<file path="src/rtl/core/ttm_pkg.sv">
// Shared types, codes and constants of the touch to MIDI converter.
package ttm_pkg;

  localparam int TTM_SLOTS = 16;

  localparam int SID_W  = 32;
  localparam int GRP_W  = 16;
  localparam int TIME_W = 32;
  localparam int POS_W  = 16;
  localparam int KEY_W  = 16;
  localparam int NOTE_W = 7;
  localparam int BEND_W = 14;
  localparam int CFG_W  = 16;
  localparam int CFG_IDX_W = 2;

  localparam int BEND_SHIFT = 13;
  localparam int DIV_STEPS  = 30;
  localparam int DIV_CNT_W  = $clog2(DIV_STEPS);

  localparam logic [7:0] STATUS_NOTE_ON  = 8'h90;
  localparam logic [7:0] STATUS_NOTE_OFF = 8'h80;
  localparam logic [7:0] STATUS_BEND     = 8'he0;
  localparam logic [7:0] STATUS_CTRL     = 8'hb0;

  localparam logic [NOTE_W-1:0] FINE_CTRL_BIT = 7'h20;
  localparam logic [NOTE_W-1:0] VELOCITY      = 7'h7f;
  localparam logic [NOTE_W-1:0] NOTE_MAX      = 7'h7f;
  localparam logic signed [31:0] BEND_CENTER  = 32'sh1fff;
  localparam logic signed [31:0] BEND_MAX     = 32'sh3fff;

  localparam logic [CFG_IDX_W-1:0] CFG_BOTTOM_KEY   = 2'd0;
  localparam logic [CFG_IDX_W-1:0] CFG_KEY_SPAN     = 2'd1;
  localparam logic [CFG_IDX_W-1:0] CFG_CTRL_NUMBER  = 2'd2;
  localparam logic [CFG_IDX_W-1:0] CFG_FINE_ENABLE  = 2'd3;

  localparam logic [KEY_W-1:0]  RST_BOTTOM_KEY  = 16'd5931;
  localparam logic [KEY_W-1:0]  RST_KEY_SPAN    = 16'd10923;
  localparam logic [NOTE_W-1:0] RST_CTRL_NUMBER = 7'd7;
  localparam logic              RST_FINE_ENABLE = 1'b1;

  typedef enum logic [1:0] {
    CMD_ON   = 2'd0,
    CMD_OFF  = 2'd1,
    CMD_MOVE = 2'd2,
    CMD_NONE = 2'd3
  } cmd_t;

  typedef enum logic [2:0] {
    MSG_ON,
    MSG_OFF,
    MSG_BEND,
    MSG_FINE,
    MSG_COARSE
  } msg_t;

  typedef enum logic [3:0] {
    S_IDLE,
    S_SCAN,
    S_SCAN_END,
    S_DECIDE,
    S_DIV_INIT,
    S_DIV,
    S_FIX,
    S_EMIT_ON,
    S_EMIT_BEND,
    S_EMIT_FINE,
    S_EMIT_COARSE,
    S_EMIT_OFF
  } state_t;

  typedef struct packed {
    logic latch;
    logic scan_rd;
    logic load_note;
    logic div_init;
    logic div_step;
    logic fix;
    logic store_slot;
    logic free_slot;
    logic emit;
    msg_t emit_kind;
  } ctl_t;

  typedef struct packed {
    cmd_t cmd;
    logic hit;
    logic scan_last;
    logic div_last;
    logic fine_en;
  } sts_t;

endpackage

</file>
<file path="src/rtl/core/ttm_ram.sv">
// Generic single-write, single-read RAM with registered read data.
module ttm_ram #(
  parameter int WIDTH = 8,
  parameter int DEPTH = 16,
  parameter int AW    = (DEPTH > 1) ? $clog2(DEPTH) : 1
) (
  input  logic             clk,
  input  logic             we,
  input  logic [AW-1:0]    waddr,
  input  logic [WIDTH-1:0] wdata,
  input  logic [AW-1:0]    raddr,
  output logic [WIDTH-1:0] rdata
);

  logic [WIDTH-1:0] mem [DEPTH];

  always_ff @(posedge clk) begin
    if (we) begin
      mem[waddr] <= wdata;
    end
    rdata <= mem[raddr];
  end

endmodule

</file>
<file path="src/rtl/core/ttm_ctrl.sv">
// Sequencer of the touch to MIDI converter: scan, divide and message emission.
module ttm_ctrl (
  input  logic          clk,
  input  logic          rst_n,
  input  logic          start,
  output logic          busy,
  input  ttm_pkg::sts_t st,
  output ttm_pkg::ctl_t ctl
);
  import ttm_pkg::*;

  state_t state_r;
  state_t state_nxt;

  always_ff @(posedge clk) begin
    if (!rst_n) begin
      state_r <= S_IDLE;
    end else begin
      state_r <= state_nxt;
    end
  end

  always_comb begin
    state_nxt = state_r;
    ctl = '0;
    ctl.emit_kind = MSG_ON;
    unique case (state_r)
      S_IDLE: begin
        if (start) begin
          ctl.latch = 1'b1;
          state_nxt = S_SCAN;
        end
      end
      S_SCAN: begin
        ctl.scan_rd = 1'b1;
        if (st.scan_last) begin
          state_nxt = S_SCAN_END;
        end
      end
      S_SCAN_END: begin
        state_nxt = S_DECIDE;
      end
      S_DECIDE: begin
        unique case (st.cmd)
          CMD_ON: begin
            ctl.load_note = 1'b1;
            state_nxt = S_DIV_INIT;
          end
          CMD_OFF: begin
            state_nxt = st.hit ? S_EMIT_OFF : S_IDLE;
          end
          CMD_MOVE: begin
            state_nxt = st.hit ? S_DIV_INIT : S_IDLE;
          end
          CMD_NONE: begin
            state_nxt = S_IDLE;
          end
        endcase
      end
      S_DIV_INIT: begin
        ctl.div_init = 1'b1;
        ctl.store_slot = (st.cmd == CMD_ON);
        state_nxt = S_DIV;
      end
      S_DIV: begin
        ctl.div_step = 1'b1;
        if (st.div_last) begin
          state_nxt = S_FIX;
        end
      end
      S_FIX: begin
        ctl.fix = 1'b1;
        state_nxt = (st.cmd == CMD_ON) ? S_EMIT_ON : S_EMIT_BEND;
      end
      S_EMIT_ON: begin
        ctl.emit = 1'b1;
        ctl.emit_kind = MSG_ON;
        state_nxt = S_EMIT_BEND;
      end
      S_EMIT_BEND: begin
        ctl.emit = 1'b1;
        ctl.emit_kind = MSG_BEND;
        state_nxt = st.fine_en ? S_EMIT_FINE : S_EMIT_COARSE;
      end
      S_EMIT_FINE: begin
        ctl.emit = 1'b1;
        ctl.emit_kind = MSG_FINE;
        state_nxt = S_EMIT_COARSE;
      end
      S_EMIT_COARSE: begin
        ctl.emit = 1'b1;
        ctl.emit_kind = MSG_COARSE;
        state_nxt = S_IDLE;
      end
      S_EMIT_OFF: begin
        ctl.emit = 1'b1;
        ctl.emit_kind = MSG_OFF;
        ctl.free_slot = 1'b1;
        state_nxt = S_IDLE;
      end
      default: begin
        state_nxt = S_IDLE;
      end
    endcase
  end

  assign busy = (state_r != S_IDLE);

  a_off_needs_hit: assert property (@(posedge clk) disable iff (!rst_n)
    (state_r == S_EMIT_OFF) |-> st.hit)
    else $error("note-off emitted without a matching session");

  a_div_only_motion: assert property (@(posedge clk) disable iff (!rst_n)
    (state_r == S_DIV) |-> (st.cmd == CMD_ON || st.cmd == CMD_MOVE))
    else $error("bend division run for an event without motion");

endmodule

</file>
<file path="src/rtl/core/ttm_dp.sv">
// Datapath of the touch to MIDI converter: session table, key math and divider.
module ttm_dp #(
  parameter int SLOTS = ttm_pkg::TTM_SLOTS
) (
  input  logic                            clk,
  input  logic                            rst_n,
  input  ttm_pkg::ctl_t                   ctl,
  output ttm_pkg::sts_t                   st,
  input  logic                            cfg_we,
  input  logic [ttm_pkg::CFG_IDX_W-1:0]   cfg_index,
  input  logic [ttm_pkg::CFG_W-1:0]       cfg_data,
  input  logic [1:0]                      in_cmd,
  input  logic [ttm_pkg::SID_W-1:0]       in_session_id,
  input  logic [ttm_pkg::GRP_W-1:0]       in_group_id,
  input  logic [ttm_pkg::TIME_W-1:0]      in_frame_time,
  input  logic [ttm_pkg::POS_W-1:0]       in_pos_x,
  input  logic [ttm_pkg::POS_W-1:0]       in_pos_y,
  output logic                            out_strobe,
  output logic [ttm_pkg::TIME_W-1:0]      out_time,
  output logic [ttm_pkg::GRP_W-1:0]       out_group,
  output logic [7:0]                      out_status_byte,
  output logic [ttm_pkg::NOTE_W-1:0]      out_data_one,
  output logic [ttm_pkg::NOTE_W-1:0]      out_data_two,
  output logic                            out_last_message
);
  import ttm_pkg::*;

  localparam int IDX_W = (SLOTS > 1) ? $clog2(SLOTS) : 1;

  // Configuration registers.
  logic [KEY_W-1:0]  bottom_r;
  logic [KEY_W-1:0]  span_r;
  logic [NOTE_W-1:0] ctrl_num_r;
  logic              fine_r;

  // Event registers.
  cmd_t              cmd_r;
  logic [SID_W-1:0]  sid_r;
  logic [GRP_W-1:0]  grp_r;
  logic [TIME_W-1:0] time_r;
  logic [POS_W-1:0]  x_r;
  logic [POS_W-1:0]  y_r;

  // Table scan.
  logic [SLOTS-1:0]  valid_r;
  logic [IDX_W-1:0]  idx_r;
  logic [IDX_W-1:0]  cmp_idx_r;
  logic [IDX_W-1:0]  hit_idx_r;
  logic [IDX_W-1:0]  free_idx_r;
  logic              cmp_v_r;
  logic              hit_r;
  logic              free_r;
  logic [SID_W-1:0]  rd_sid;
  logic [NOTE_W-1:0] rd_note;
  logic              ram_we;
  logic              cmp_valid;

  // Arithmetic.
  logic [31:0]             prod_r;
  logic [BEND_W-1:0]       eff_r;
  logic [29:0]             eff_full;
  logic [NOTE_W-1:0]       note_r;
  logic signed [17:0]      key;
  logic [NOTE_W-1:0]       note_on;
  logic signed [18:0]      diff;
  logic [18:0]             diff_neg;
  logic [16:0]             mag;
  logic [KEY_W-1:0]        span_eff;
  logic [DIV_STEPS-1:0]    quo_r;
  logic [KEY_W-1:0]        rem_r;
  logic                    neg_r;
  logic [DIV_CNT_W-1:0]    cnt_r;
  logic [KEY_W:0]          rem_sh;
  logic                    rem_ge;
  logic [KEY_W:0]          rem_sub;
  logic [DIV_STEPS:0]      quo_adj;
  logic signed [31:0]      quo_signed;
  logic signed [31:0]      bend_sum;
  logic [BEND_W-1:0]       bend_nxt;
  logic [BEND_W-1:0]       bend_r;

  // Message assembly.
  logic [7:0]        msg_status;
  logic [NOTE_W-1:0] msg_one;
  logic [NOTE_W-1:0] msg_two;
  logic              msg_last;

  ttm_ram #(.WIDTH(SID_W), .DEPTH(SLOTS), .AW(IDX_W)) u_sid_ram (
    .clk   (clk),
    .we    (ram_we),
    .waddr (free_idx_r),
    .wdata (sid_r),
    .raddr (idx_r),
    .rdata (rd_sid)
  );

  ttm_ram #(.WIDTH(NOTE_W), .DEPTH(SLOTS), .AW(IDX_W)) u_note_ram (
    .clk   (clk),
    .we    (ram_we),
    .waddr (free_idx_r),
    .wdata (note_r),
    .raddr (idx_r),
    .rdata (rd_note)
  );

  assign ram_we    = ctl.store_slot && free_r;
  assign cmp_valid = valid_r[cmp_idx_r];

  assign key = $signed({{2{bottom_r[KEY_W-1]}}, bottom_r})
             + $signed({2'b00, prod_r[31:16]});

  always_comb begin
    if (key[17]) begin
      note_on = '0;
    end else if (|key[16:15]) begin
      note_on = NOTE_MAX;
    end else begin
      note_on = key[14:8];
    end
  end

  assign diff     = $signed({key[17], key}) - $signed({4'b0000, note_r, 8'h00});
  assign diff_neg = 19'(-diff);
  assign mag      = diff[18] ? diff_neg[16:0] : diff[16:0];
  assign span_eff = (span_r == '0) ? KEY_W'(1) : span_r;

  assign rem_sh  = {rem_r, quo_r[DIV_STEPS-1]};
  assign rem_ge  = (rem_sh >= {1'b0, span_eff});
  assign rem_sub = rem_sh - {1'b0, span_eff};

  assign quo_adj    = {1'b0, quo_r} + (DIV_STEPS+1)'(neg_r && (rem_r != '0));
  assign quo_signed = neg_r ? -$signed(32'(quo_adj)) : $signed(32'(quo_adj));
  assign bend_sum   = quo_signed + BEND_CENTER;

  always_comb begin
    if (bend_sum < 0) begin
      bend_nxt = '0;
    end else if (bend_sum > BEND_MAX) begin
      bend_nxt = BEND_MAX[BEND_W-1:0];
    end else begin
      bend_nxt = bend_sum[BEND_W-1:0];
    end
  end

  assign eff_full = {y_r, 14'b0} - {14'b0, y_r};

  always_comb begin
    msg_last = 1'b0;
    unique case (ctl.emit_kind)
      MSG_ON: begin
        msg_status = STATUS_NOTE_ON;
        msg_one    = note_r;
        msg_two    = VELOCITY;
      end
      MSG_OFF: begin
        msg_status = STATUS_NOTE_OFF;
        msg_one    = note_r;
        msg_two    = VELOCITY;
        msg_last   = 1'b1;
      end
      MSG_BEND: begin
        msg_status = STATUS_BEND;
        msg_one    = bend_r[6:0];
        msg_two    = bend_r[13:7];
      end
      MSG_FINE: begin
        msg_status = STATUS_CTRL;
        msg_one    = ctrl_num_r | FINE_CTRL_BIT;
        msg_two    = eff_r[6:0];
      end
      MSG_COARSE: begin
        msg_status = STATUS_CTRL;
        msg_one    = ctrl_num_r;
        msg_two    = eff_r[13:7];
        msg_last   = 1'b1;
      end
      default: begin
        msg_status = STATUS_CTRL;
        msg_one    = ctrl_num_r;
        msg_two    = eff_r[13:7];
      end
    endcase
  end

  always_ff @(posedge clk) begin
    if (!rst_n) begin
      bottom_r   <= RST_BOTTOM_KEY;
      span_r     <= RST_KEY_SPAN;
      ctrl_num_r <= RST_CTRL_NUMBER;
      fine_r     <= RST_FINE_ENABLE;
    end else if (cfg_we) begin
      unique case (cfg_index)
        CFG_BOTTOM_KEY:  bottom_r   <= cfg_data;
        CFG_KEY_SPAN:    span_r     <= cfg_data;
        CFG_CTRL_NUMBER: ctrl_num_r <= cfg_data[NOTE_W-1:0];
        CFG_FINE_ENABLE: fine_r     <= cfg_data[0];
      endcase
    end
  end

  always_ff @(posedge clk) begin
    if (!rst_n) begin
      valid_r    <= '0;
      idx_r      <= '0;
      cmp_v_r    <= 1'b0;
      hit_r      <= 1'b0;
      free_r     <= 1'b0;
      out_strobe <= 1'b0;
    end else begin
      cmp_v_r    <= ctl.scan_rd;
      out_strobe <= ctl.emit;
      if (ctl.latch) begin
        idx_r  <= '0;
        hit_r  <= 1'b0;
        free_r <= 1'b0;
      end else begin
        if (ctl.scan_rd) begin
          idx_r <= idx_r + IDX_W'(1);
        end
        if (cmp_v_r && cmp_valid && (rd_sid == sid_r) && !hit_r) begin
          hit_r <= 1'b1;
        end
        if (cmp_v_r && !cmp_valid && !free_r) begin
          free_r <= 1'b1;
        end
      end
      if (ram_we) begin
        valid_r[free_idx_r] <= 1'b1;
      end
      if (ctl.free_slot) begin
        valid_r[hit_idx_r] <= 1'b0;
      end
    end
  end

  always_ff @(posedge clk) begin
    if (ctl.latch) begin
      cmd_r  <= cmd_t'(in_cmd);
      sid_r  <= in_session_id;
      grp_r  <= in_group_id;
      time_r <= in_frame_time;
      x_r    <= in_pos_x;
      y_r    <= in_pos_y;
    end
    prod_r    <= {16'b0, x_r} * {16'b0, span_r};
    eff_r     <= eff_full[29:16];
    cmp_idx_r <= idx_r;
    if (cmp_v_r && cmp_valid && (rd_sid == sid_r) && !hit_r) begin
      hit_idx_r <= cmp_idx_r;
    end
    if (cmp_v_r && !cmp_valid && !free_r) begin
      free_idx_r <= cmp_idx_r;
    end
    if (ctl.load_note) begin
      note_r <= note_on;
    end else if (cmp_v_r && cmp_valid && (rd_sid == sid_r) && !hit_r) begin
      note_r <= rd_note;
    end
    if (ctl.div_init) begin
      quo_r <= {mag, BEND_SHIFT'(0)};
      rem_r <= '0;
      neg_r <= diff[18];
      cnt_r <= '0;
    end else if (ctl.div_step) begin
      quo_r <= {quo_r[DIV_STEPS-2:0], rem_ge};
      rem_r <= rem_ge ? rem_sub[KEY_W-1:0] : rem_sh[KEY_W-1:0];
      cnt_r <= cnt_r + DIV_CNT_W'(1);
    end
    if (ctl.fix) begin
      bend_r <= bend_nxt;
    end
    if (ctl.emit) begin
      out_time         <= time_r;
      out_group        <= grp_r;
      out_status_byte  <= msg_status;
      out_data_one     <= msg_one;
      out_data_two     <= msg_two;
      out_last_message <= msg_last;
    end
  end

  assign st.cmd       = cmd_r;
  assign st.hit       = hit_r;
  assign st.scan_last = (idx_r == IDX_W'(SLOTS - 1));
  assign st.div_last  = (cnt_r == DIV_CNT_W'(DIV_STEPS - 1));
  assign st.fine_en   = fine_r;

  a_store_free_slot: assert property (@(posedge clk) disable iff (!rst_n)
    ram_we |-> !valid_r[free_idx_r])
    else $error("table write targets an occupied slot");

  a_gap_after_last: assert property (@(posedge clk) disable iff (!rst_n)
    (out_strobe && out_last_message) |=> !out_strobe)
    else $error("message beat follows the last beat of an event");

endmodule

</file>
<file path="src/rtl/core/touch_to_midi_converter.sv">
// Top level of the touch to MIDI converter.
// An event is taken when start is high and busy is low; busy then stays high until the event
// is finished. Each event first scans the SLOTS-entry session table, one entry per cycle
// through the table RAM's read port, and a touch-on or matched move then runs a one-bit-per-cycle
// divider of 30 steps for the pitch bend. A touch-on emits note-on, bend, fine controller
// (when enabled) and coarse controller messages, a matched move the same without note-on, a
// matched touch-off a note-off, and an unmatched or unused event no message.
// Message beats appear one per cycle on out_strobe, one cycle behind the sequencer, and must
// be taken as they come; the final beat of an event carries out_last_message. The table is
// empty after reset with no clearing pass.
module touch_to_midi_converter #(
  parameter int SLOTS = ttm_pkg::TTM_SLOTS
) (
  input  logic                            clk,
  input  logic                            rst_n,
  input  logic                            cfg_we,
  input  logic [ttm_pkg::CFG_IDX_W-1:0]   cfg_index,
  input  logic [ttm_pkg::CFG_W-1:0]       cfg_data,
  input  logic                            start,
  output logic                            busy,
  input  logic [1:0]                      in_cmd,
  input  logic [ttm_pkg::SID_W-1:0]       in_session_id,
  input  logic [ttm_pkg::GRP_W-1:0]       in_group_id,
  input  logic [ttm_pkg::TIME_W-1:0]      in_frame_time,
  input  logic [ttm_pkg::POS_W-1:0]       in_pos_x,
  input  logic [ttm_pkg::POS_W-1:0]       in_pos_y,
  output logic                            out_strobe,
  output logic [ttm_pkg::TIME_W-1:0]      out_time,
  output logic [ttm_pkg::GRP_W-1:0]       out_group,
  output logic [7:0]                      out_status_byte,
  output logic [ttm_pkg::NOTE_W-1:0]      out_data_one,
  output logic [ttm_pkg::NOTE_W-1:0]      out_data_two,
  output logic                            out_last_message
);
  import ttm_pkg::*;

  ctl_t ctl;
  sts_t st;

  ttm_ctrl u_ctrl (
    .clk   (clk),
    .rst_n (rst_n),
    .start (start),
    .busy  (busy),
    .st    (st),
    .ctl   (ctl)
  );

  ttm_dp #(.SLOTS(SLOTS)) u_dp (
    .clk              (clk),
    .rst_n            (rst_n),
    .ctl              (ctl),
    .st               (st),
    .cfg_we           (cfg_we),
    .cfg_index        (cfg_index),
    .cfg_data         (cfg_data),
    .in_cmd           (in_cmd),
    .in_session_id    (in_session_id),
    .in_group_id      (in_group_id),
    .in_frame_time    (in_frame_time),
    .in_pos_x         (in_pos_x),
    .in_pos_y         (in_pos_y),
    .out_strobe       (out_strobe),
    .out_time         (out_time),
    .out_group        (out_group),
    .out_status_byte  (out_status_byte),
    .out_data_one     (out_data_one),
    .out_data_two     (out_data_two),
    .out_last_message (out_last_message)
  );

endmodule
</file>
<file path="config.mk">
export PLATFORM = sky130hd
export DESIGN_NAME = touch_to_midi_converter
export DESIGN_NICKNAME = d
export VERILOG_FILES = /design/src/rtl/core/ttm_pkg.sv /design/src/rtl/core/ttm_ram.sv /design/src/rtl/core/ttm_ctrl.sv /design/src/rtl/core/ttm_dp.sv /design/src/rtl/core/touch_to_midi_converter.sv
export SDC_FILE = /design/constraint.sdc
export NUM_CORES = 2
export LEC_CHECK = 0
export BUFFER_PORTS_ARGS = -buffer_cell sky130_fd_sc_hd__buf_2
export CORE_ASPECT_RATIO = 0.9
export CORE_MARGIN = 2
export CORE_UTILIZATION = 45
export CTS_BUF_LIST = sky130_fd_sc_hd__clkbuf_8
export DETAILED_ROUTE_END_ITERATION = 10
export SYNTH_ARGS = -nofsm -noshare
export SYNTH_HDL_FRONTEND = slang
export SYNTH_SLANG_ARGS = --single-unit
</file>
<file path="constraint.sdc">
create_clock -name clk -period 8 [get_ports clk]
set_clock_uncertainty 0.2 [all_clocks]
set_input_delay 2.4 -clock clk [delete_from_list [all_inputs] [get_ports clk]]
set_output_delay 2.4 -clock clk [all_outputs]
set_load 0.01 [all_outputs]
</file>
After elaboration in Yosys (flattened, before gate mapping):

Memories as Yosys holds them, arrays and structs flattened. A register that Yosys moved wholly into a read port is not among the register bits.
Index checks and enable logic that the tools add are counted.

* RAM bits: 624
* output and inout port bits: 73
* logic and storage cells: 163
* memories: 2
* register bits: 384
* bits of input ports: 136

Memory list
* u_dp.u_sid_ram.mem: depth 16, bits a word 32, rd ports 1, clocked after Yosys merged registers in 1, wr ports 1, line ttm_ram.sv:15 `logic [WIDTH-1:0] mem [DEPTH];`
* u_dp.u_note_ram.mem: depth 16, bits a word 7, rd ports 1, clocked after Yosys merged registers in 1, wr ports 1, line ttm_ram.sv:15

* order comparisons: 8
* add/subtract/negate cells: 10
* reductions and logical operators: 30
* bitwise gates (word level): 4
* $mul: 1
* eq/ne operators: 27
* mux-type cells: 46

Operators with widths (count)
* 2-to-1 mux 16 bit: 5
* one-hot mux 7 bit (3 select lines): 3
* 2-to-1 mux 30 bit: 2
* one-hot mux 4 bit (10 select lines): 1
* adder 32 x 14 -> 32 bit, second input constant: 1
* == test 32 bit: 1
* greater-than comparator 32 x 15 -> 1 bit, second input constant: 1
* less-than comparator 32 x 1 -> 1 bit, second input constant: 1
* multiplier 16 x 16 -> 32 bit: 1
* 2-to-1 mux 32 bit: 1
* negation 31 -> 32 bit: 1
* adder 30 x 1 -> 31 bit: 1
* subtractor 30 x 16 -> 30 bit: 1
* 2-to-1 mux 7 bit: 4
* == test 4 bit, second input constant: 5
* 2-to-1 mux 4 bit: 5
* one-hot mux 4 bit (5 select lines): 1
* subtractor 18 x 16 -> 19 bit: 1
* adder 16 x 17 -> 18 bit: 1
* greater-or-equal comparator 17 x 16 -> 1 bit: 1
* 2-to-1 mux 17 bit: 1
* negation 17 bit: 1
* bitwise AND 16 bit: 1
* == test 4 x 3 -> 1 bit, second input constant: 4
* 36 further kinds: 81

Logic depth before layout (Yosys ltp):

* word-level depth: 9
* gate-level depth with buffers: 27
* gate-level depth less buffers: 26

By module:

From an unflattened synthesis, not the netlist that was laid out.

* cells, all modules: 3695
* area, all modules: 50619.8 um^2

Modules (own cells, without submodules)
* ttm_dp: sequential area each 9459.1 um^2, times used 1, cells each 2597, area each 25847.3 um^2
* ttm_ram at u_dp.u_sid_ram: sequential area each 16015.4 um^2, times used 1, cells each 838, area each 19835.3 um^2
* ttm_ram at u_dp.u_note_ram: sequential area each 3503.4 um^2, times used 1, cells each 203, area each 4530.6 um^2
* ttm_ctrl: sequential area each 80.1 um^2, times used 1, cells each 57, area each 406.6 um^2

Least setup slack after synthesis:

No wires, ideal clock.

* path type: register to register
* start: register u_dp.span_r[6]
* end: register u_dp.prod_r[31]
* period minus slack after synthesis: 6.771 ns
* stages on the path, launching flop included: 27
* setup time: 0.127 ns
* path slack: 1.229 ns
* buffers on the path: 2
* data required time: 7.673 ns
* arrival: 6.443 ns
* cell sequence: dfxtp_1 clkbuf_1 buf_1 nand2_1 fa_1 inv_1 fa_1 inv_1 fa_1 inv_1 fa_1 inv_1 fa_1 inv_1 fa_1 ha_1 nand4_1 a211oi_1 o21ai_0 o21ai_0 a211oi_1 nor2_1 o21ai_0 o31a_1 o21ai_0 o41ai_1 xnor2_1

* longest elaborated chain between the ends: 1

Ends and longest elaborated chain
* start, declared: line ttm_dp.sv:32 `logic [KEY_W-1:0] span_r;`
* start signal, assigned: line ttm_dp.sv:194 `CFG_KEY_SPAN: span_r <= cfg_data;`
* multiplier 16 x 16 -> 32 bit: line ttm_dp.sv:245 `prod_r <= {16'b0, x_r} * {16'b0, span_r};`
* end signal, assigned: line ttm_dp.sv:245
* end, declared: line ttm_dp.sv:59 `logic [31:0] prod_r;`

No other way between the ends.
A chain may end at the register's enable or synchronous reset.

Worst setup path in the final report:

* start: register u_dp.span_r[5]
* end: register u_dp.prod_r[31]

Same word-level chain as after synthesis.

==> impl_metrics.toml <==
[run_status]
status = "finished clean"

[yosys]
yosysUniqueCellTypes = 89
synth_mux_area_frac = 0.0982
yosys_warnings = 0
synth_top_family_by_area = "adder cells"
ys_seq_area_frac = 0.580
ys_ff_latch = 1026
yosys.area.top_type = "edfxtp_1"
syn_avg_cell_area_um2 = 14.3
syn-instance-count = 3504
synth-compound-area-share = 0.0542
synth_top_area_frac = 0.510
yosys-top-cells-area = "edfxtp_1 (51%), mux4_2 (9.0%), fa_1 (7.8%)"
synth-adder-area-share = 0.116
synthFlopType = "edfxtp_1"
synthArstFlopShare = 0
syn-cell-area_um2 = 50100
synth-edff-count = 851
synth-simple-area-share = 0.0856
synth_xor_area_frac = 0.0305

[timing]
fmax_mhz = 135
setup_tns_ns = 0
slew_headroom = 0.245
period_share = 0.923
finalHoldViolations = 0
worst_slew_pin_slew_ns = 1.13
setup_violations = 0
rsz0062_at_grt = "false"
slew_viol_final = 0
layout_min_cycle_time_ns = 7.38

[worst_setup_path]
cp_max_fo = 18
critPathLaunchType = "flip-flop"
slowest_stage = "dfxtp_1"
worstPathArrival_ns = 7.98
worstReg2RegEnd = "u_dp.prod_r[31]"
path_delay_family = "adder cells"
r2r_cells = 24
cp.required_ns = 8.60
r2r_start = "u_dp.span_r[5]"
path_cells = "nand2_1, fa_1, inv_1, fa_1, fa_1, fa_1, inv_1, fa_1, inv_1, fa_1, ha_1, a21o_1, a21oi_1, nor2b_1, a211oi_1, o21ai_0, buf_4, a211oi_1, nor2_1, o21ai_0, o31a_1, o21ai_0, o41ai_1, xnor2_1"
max_stage_delay_ns = 0.84
critPathKind = "flip-flop to flip-flop"
critPathBufInv = 4
reg2reg_setup_slack_ns = 0.62
cp-end-kind = "flip-flop"
cp_common_cell = "fa_1"

[clock_tree]
cts_sinks = 1026
htree_levels = 4
holdBufCountCts = 0
cts.clk_slew.worst_paths_ns = 0.07
cts-root-buf = "clkbuf_8"
cts_tree = "built"
cts_resized = 0
clock_latency_ns = 0.87
clock_path_buffers = 3
post_cts_buffers = 0
cts_made_buffers = 164

[placed_design]
gp_congestion = 0.867
numPortBuffers = 203
dpl.hpwl_mm = 78.9

[detailed_routing]
drt_iter0_drc = 2706
drtPass1Iterations = 6
num_vias = 29400
dr_wl_met2_mm = 53.3
met3_length_mm = 9.40
wl_per_cell_um = 22.7
antenna_left = 0
drt-met1-wl_mm = 57.2
routed_wl_mm = 122
dr.max_layer_used = "met5"
vias_per_cell = 5.47
drc = 0

[min_path]
min_to = "u_dp.out_group[4]"
whs_path_depth = 0
hp-class = "flip-flop to flip-flop"
hold_start = "u_dp.grp_r[4]"

[floorplan]
die_area_um2 = 114000
ios = 209
die_y_um = 320
start_util = 0.452
core_area_um2 = 111000
row_count = 116
die_w_um = 356

[grt]
grt_overflow = 0
antenna_found_initial = 4
grt_pass1_vias = 29700
grt_max_degree = 94
grt_usage = 0.217
grt_pass1_wl_mm = 185

[finish]
syn_to_final_growth_pct = 12.4
layout-drive-gt1-share = 0.200
n_fill_cell = 9373
final_common_cell = "edfxtp_1"
final_util = 0.508
final_nets = 4253
layout_common_cells = "edfxtp_1 (851), nand2_1 (350), inv_1 (329)"

[power]
power_mw = 16.0
peakVddDrop_mv = 0.311
p_leak_nw = 20.6
power.density_nw_per_um2 = 284

[flow_run]
drv_cap = 0
[sequential cells by signal (all words and copies together), names as in the netlist, 30 cells and up]
register	cells
u_dp.out_time	32
u_dp.quo_r	30
u_dp.sid_r	32
u_dp.time_r	32
u_dp.u_note_ram.mem	112
u_dp.u_sid_ram.mem	512
u_dp.u_sid_ram.rdata	32
[worst register-to-register path: cells and delay by family (launching register included)]
kind | cells | cell delay (ns)
AO/OA/AOI/OAI | 9 | 1.99
adder cells (fa/ha/maj) | 7 | 3.40
XOR/XNOR | 1 | 0.16
flip-flops | 1 | 0.84
AND/OR/NAND/NOR | 3 | 0.36
buffers and inverters | 4 | 0.36
[report_power, final]
| group | leakage (nW) | switching (mW) | internal [mW] |
|---|---|---|---|
| Sequential | 9.16 | 0.205 | 6.03 |
| Combinational | 9.56 | 2.88 | 2.31 |
| Clock | 1.90 | 2.15 | 2.42 |
[cell families (layout without fill, tap and decap cells)]
kind of cell / after synthesis / after routing
AO/OA/AOI/OAI: 395 / 395
multiplexers: 239 / 239
buffers and inverters: 451 / 853
flip-flops: 1026 / 1026
other: 2 / 7
XOR/XNOR: 173 / 173
AND/OR/NAND/NOR: 870 / 870
adder cells (fa/ha/maj): 348 / 348
[routing by layer]
layer / vias to the layer above / global-route usage
met4: 4 / 0.0625
met5: - / 0
met1: 14900 / 0.324
li1: 13400 / -
met3: 155 / 0.0476
met2: 998 / 0.317
[cell type report]
class                   instances  area, µm²  share of cell area
multi-input cells            2030      19400               0.345
clock inverters               124        856              0.0152
diodes                          2       5.00           0.0000889
inverters                     279       1050              0.0186
flip-flops and latches       1026      29100               0.517
clock buffers                 182       2500              0.0445
repair buffers                268       1520              0.0269
well taps                    1475       1850              0.0328
[how the worst max path moves through the flow]
stage / startpoint / endpoint / slack (ns) / depth (start not counted)
after CTS: u_dp.span_r[5] / u_dp.prod_r[31] / 0.66 / 24
after floorplan: u_dp.span_r[6] / u_dp.prod_r[31] / 1.23 / 26
after detailed placement: u_dp.span_r[5] / u_dp.prod_r[31] / 0.66 / 24
final: u_dp.span_r[5] / u_dp.prod_r[31] / 0.62 / 24
after global routing: u_dp.span_r[5] / u_dp.prod_r[31] / 0.03 / 24
after global placement: u_dp.span_r[5] / u_dp.prod_r[31] / 0.81 / 24
[cell usage after synthesis, types with 74 or more instances]
master      n
fa_1      196
edfxtp_1  851
clkbuf_1  126
and2_1    105
mux4_2    200
ha_1      152
xnor2_1   105
nand2_1   350
o21ai_0    74
dfxtp_1   175
a21oi_1    77
nor2_1    116
inv_1     278
[metrics by stage]
| step | cells | setup slack (ns) | instance area [µm²] | hold WS (ns) |
|---|---|---|---|---|
| after global placement | 5078 | 0.809 | 52900 | 0.201 |
| final | 5386 | 0.620 | 56300 | 0.182 |
| after global routing | 5385 | 0.0333 | 56300 | 0.187 |
| after floorplan | 3507 | 1.23 | 50100 | 0.129 |
| after detailed placement | 5078 | 0.664 | 52900 | 0.205 |
| after CTS | 5384 | 0.658 | 56300 | 0.168 |
(Power assumes the default switching activity.)
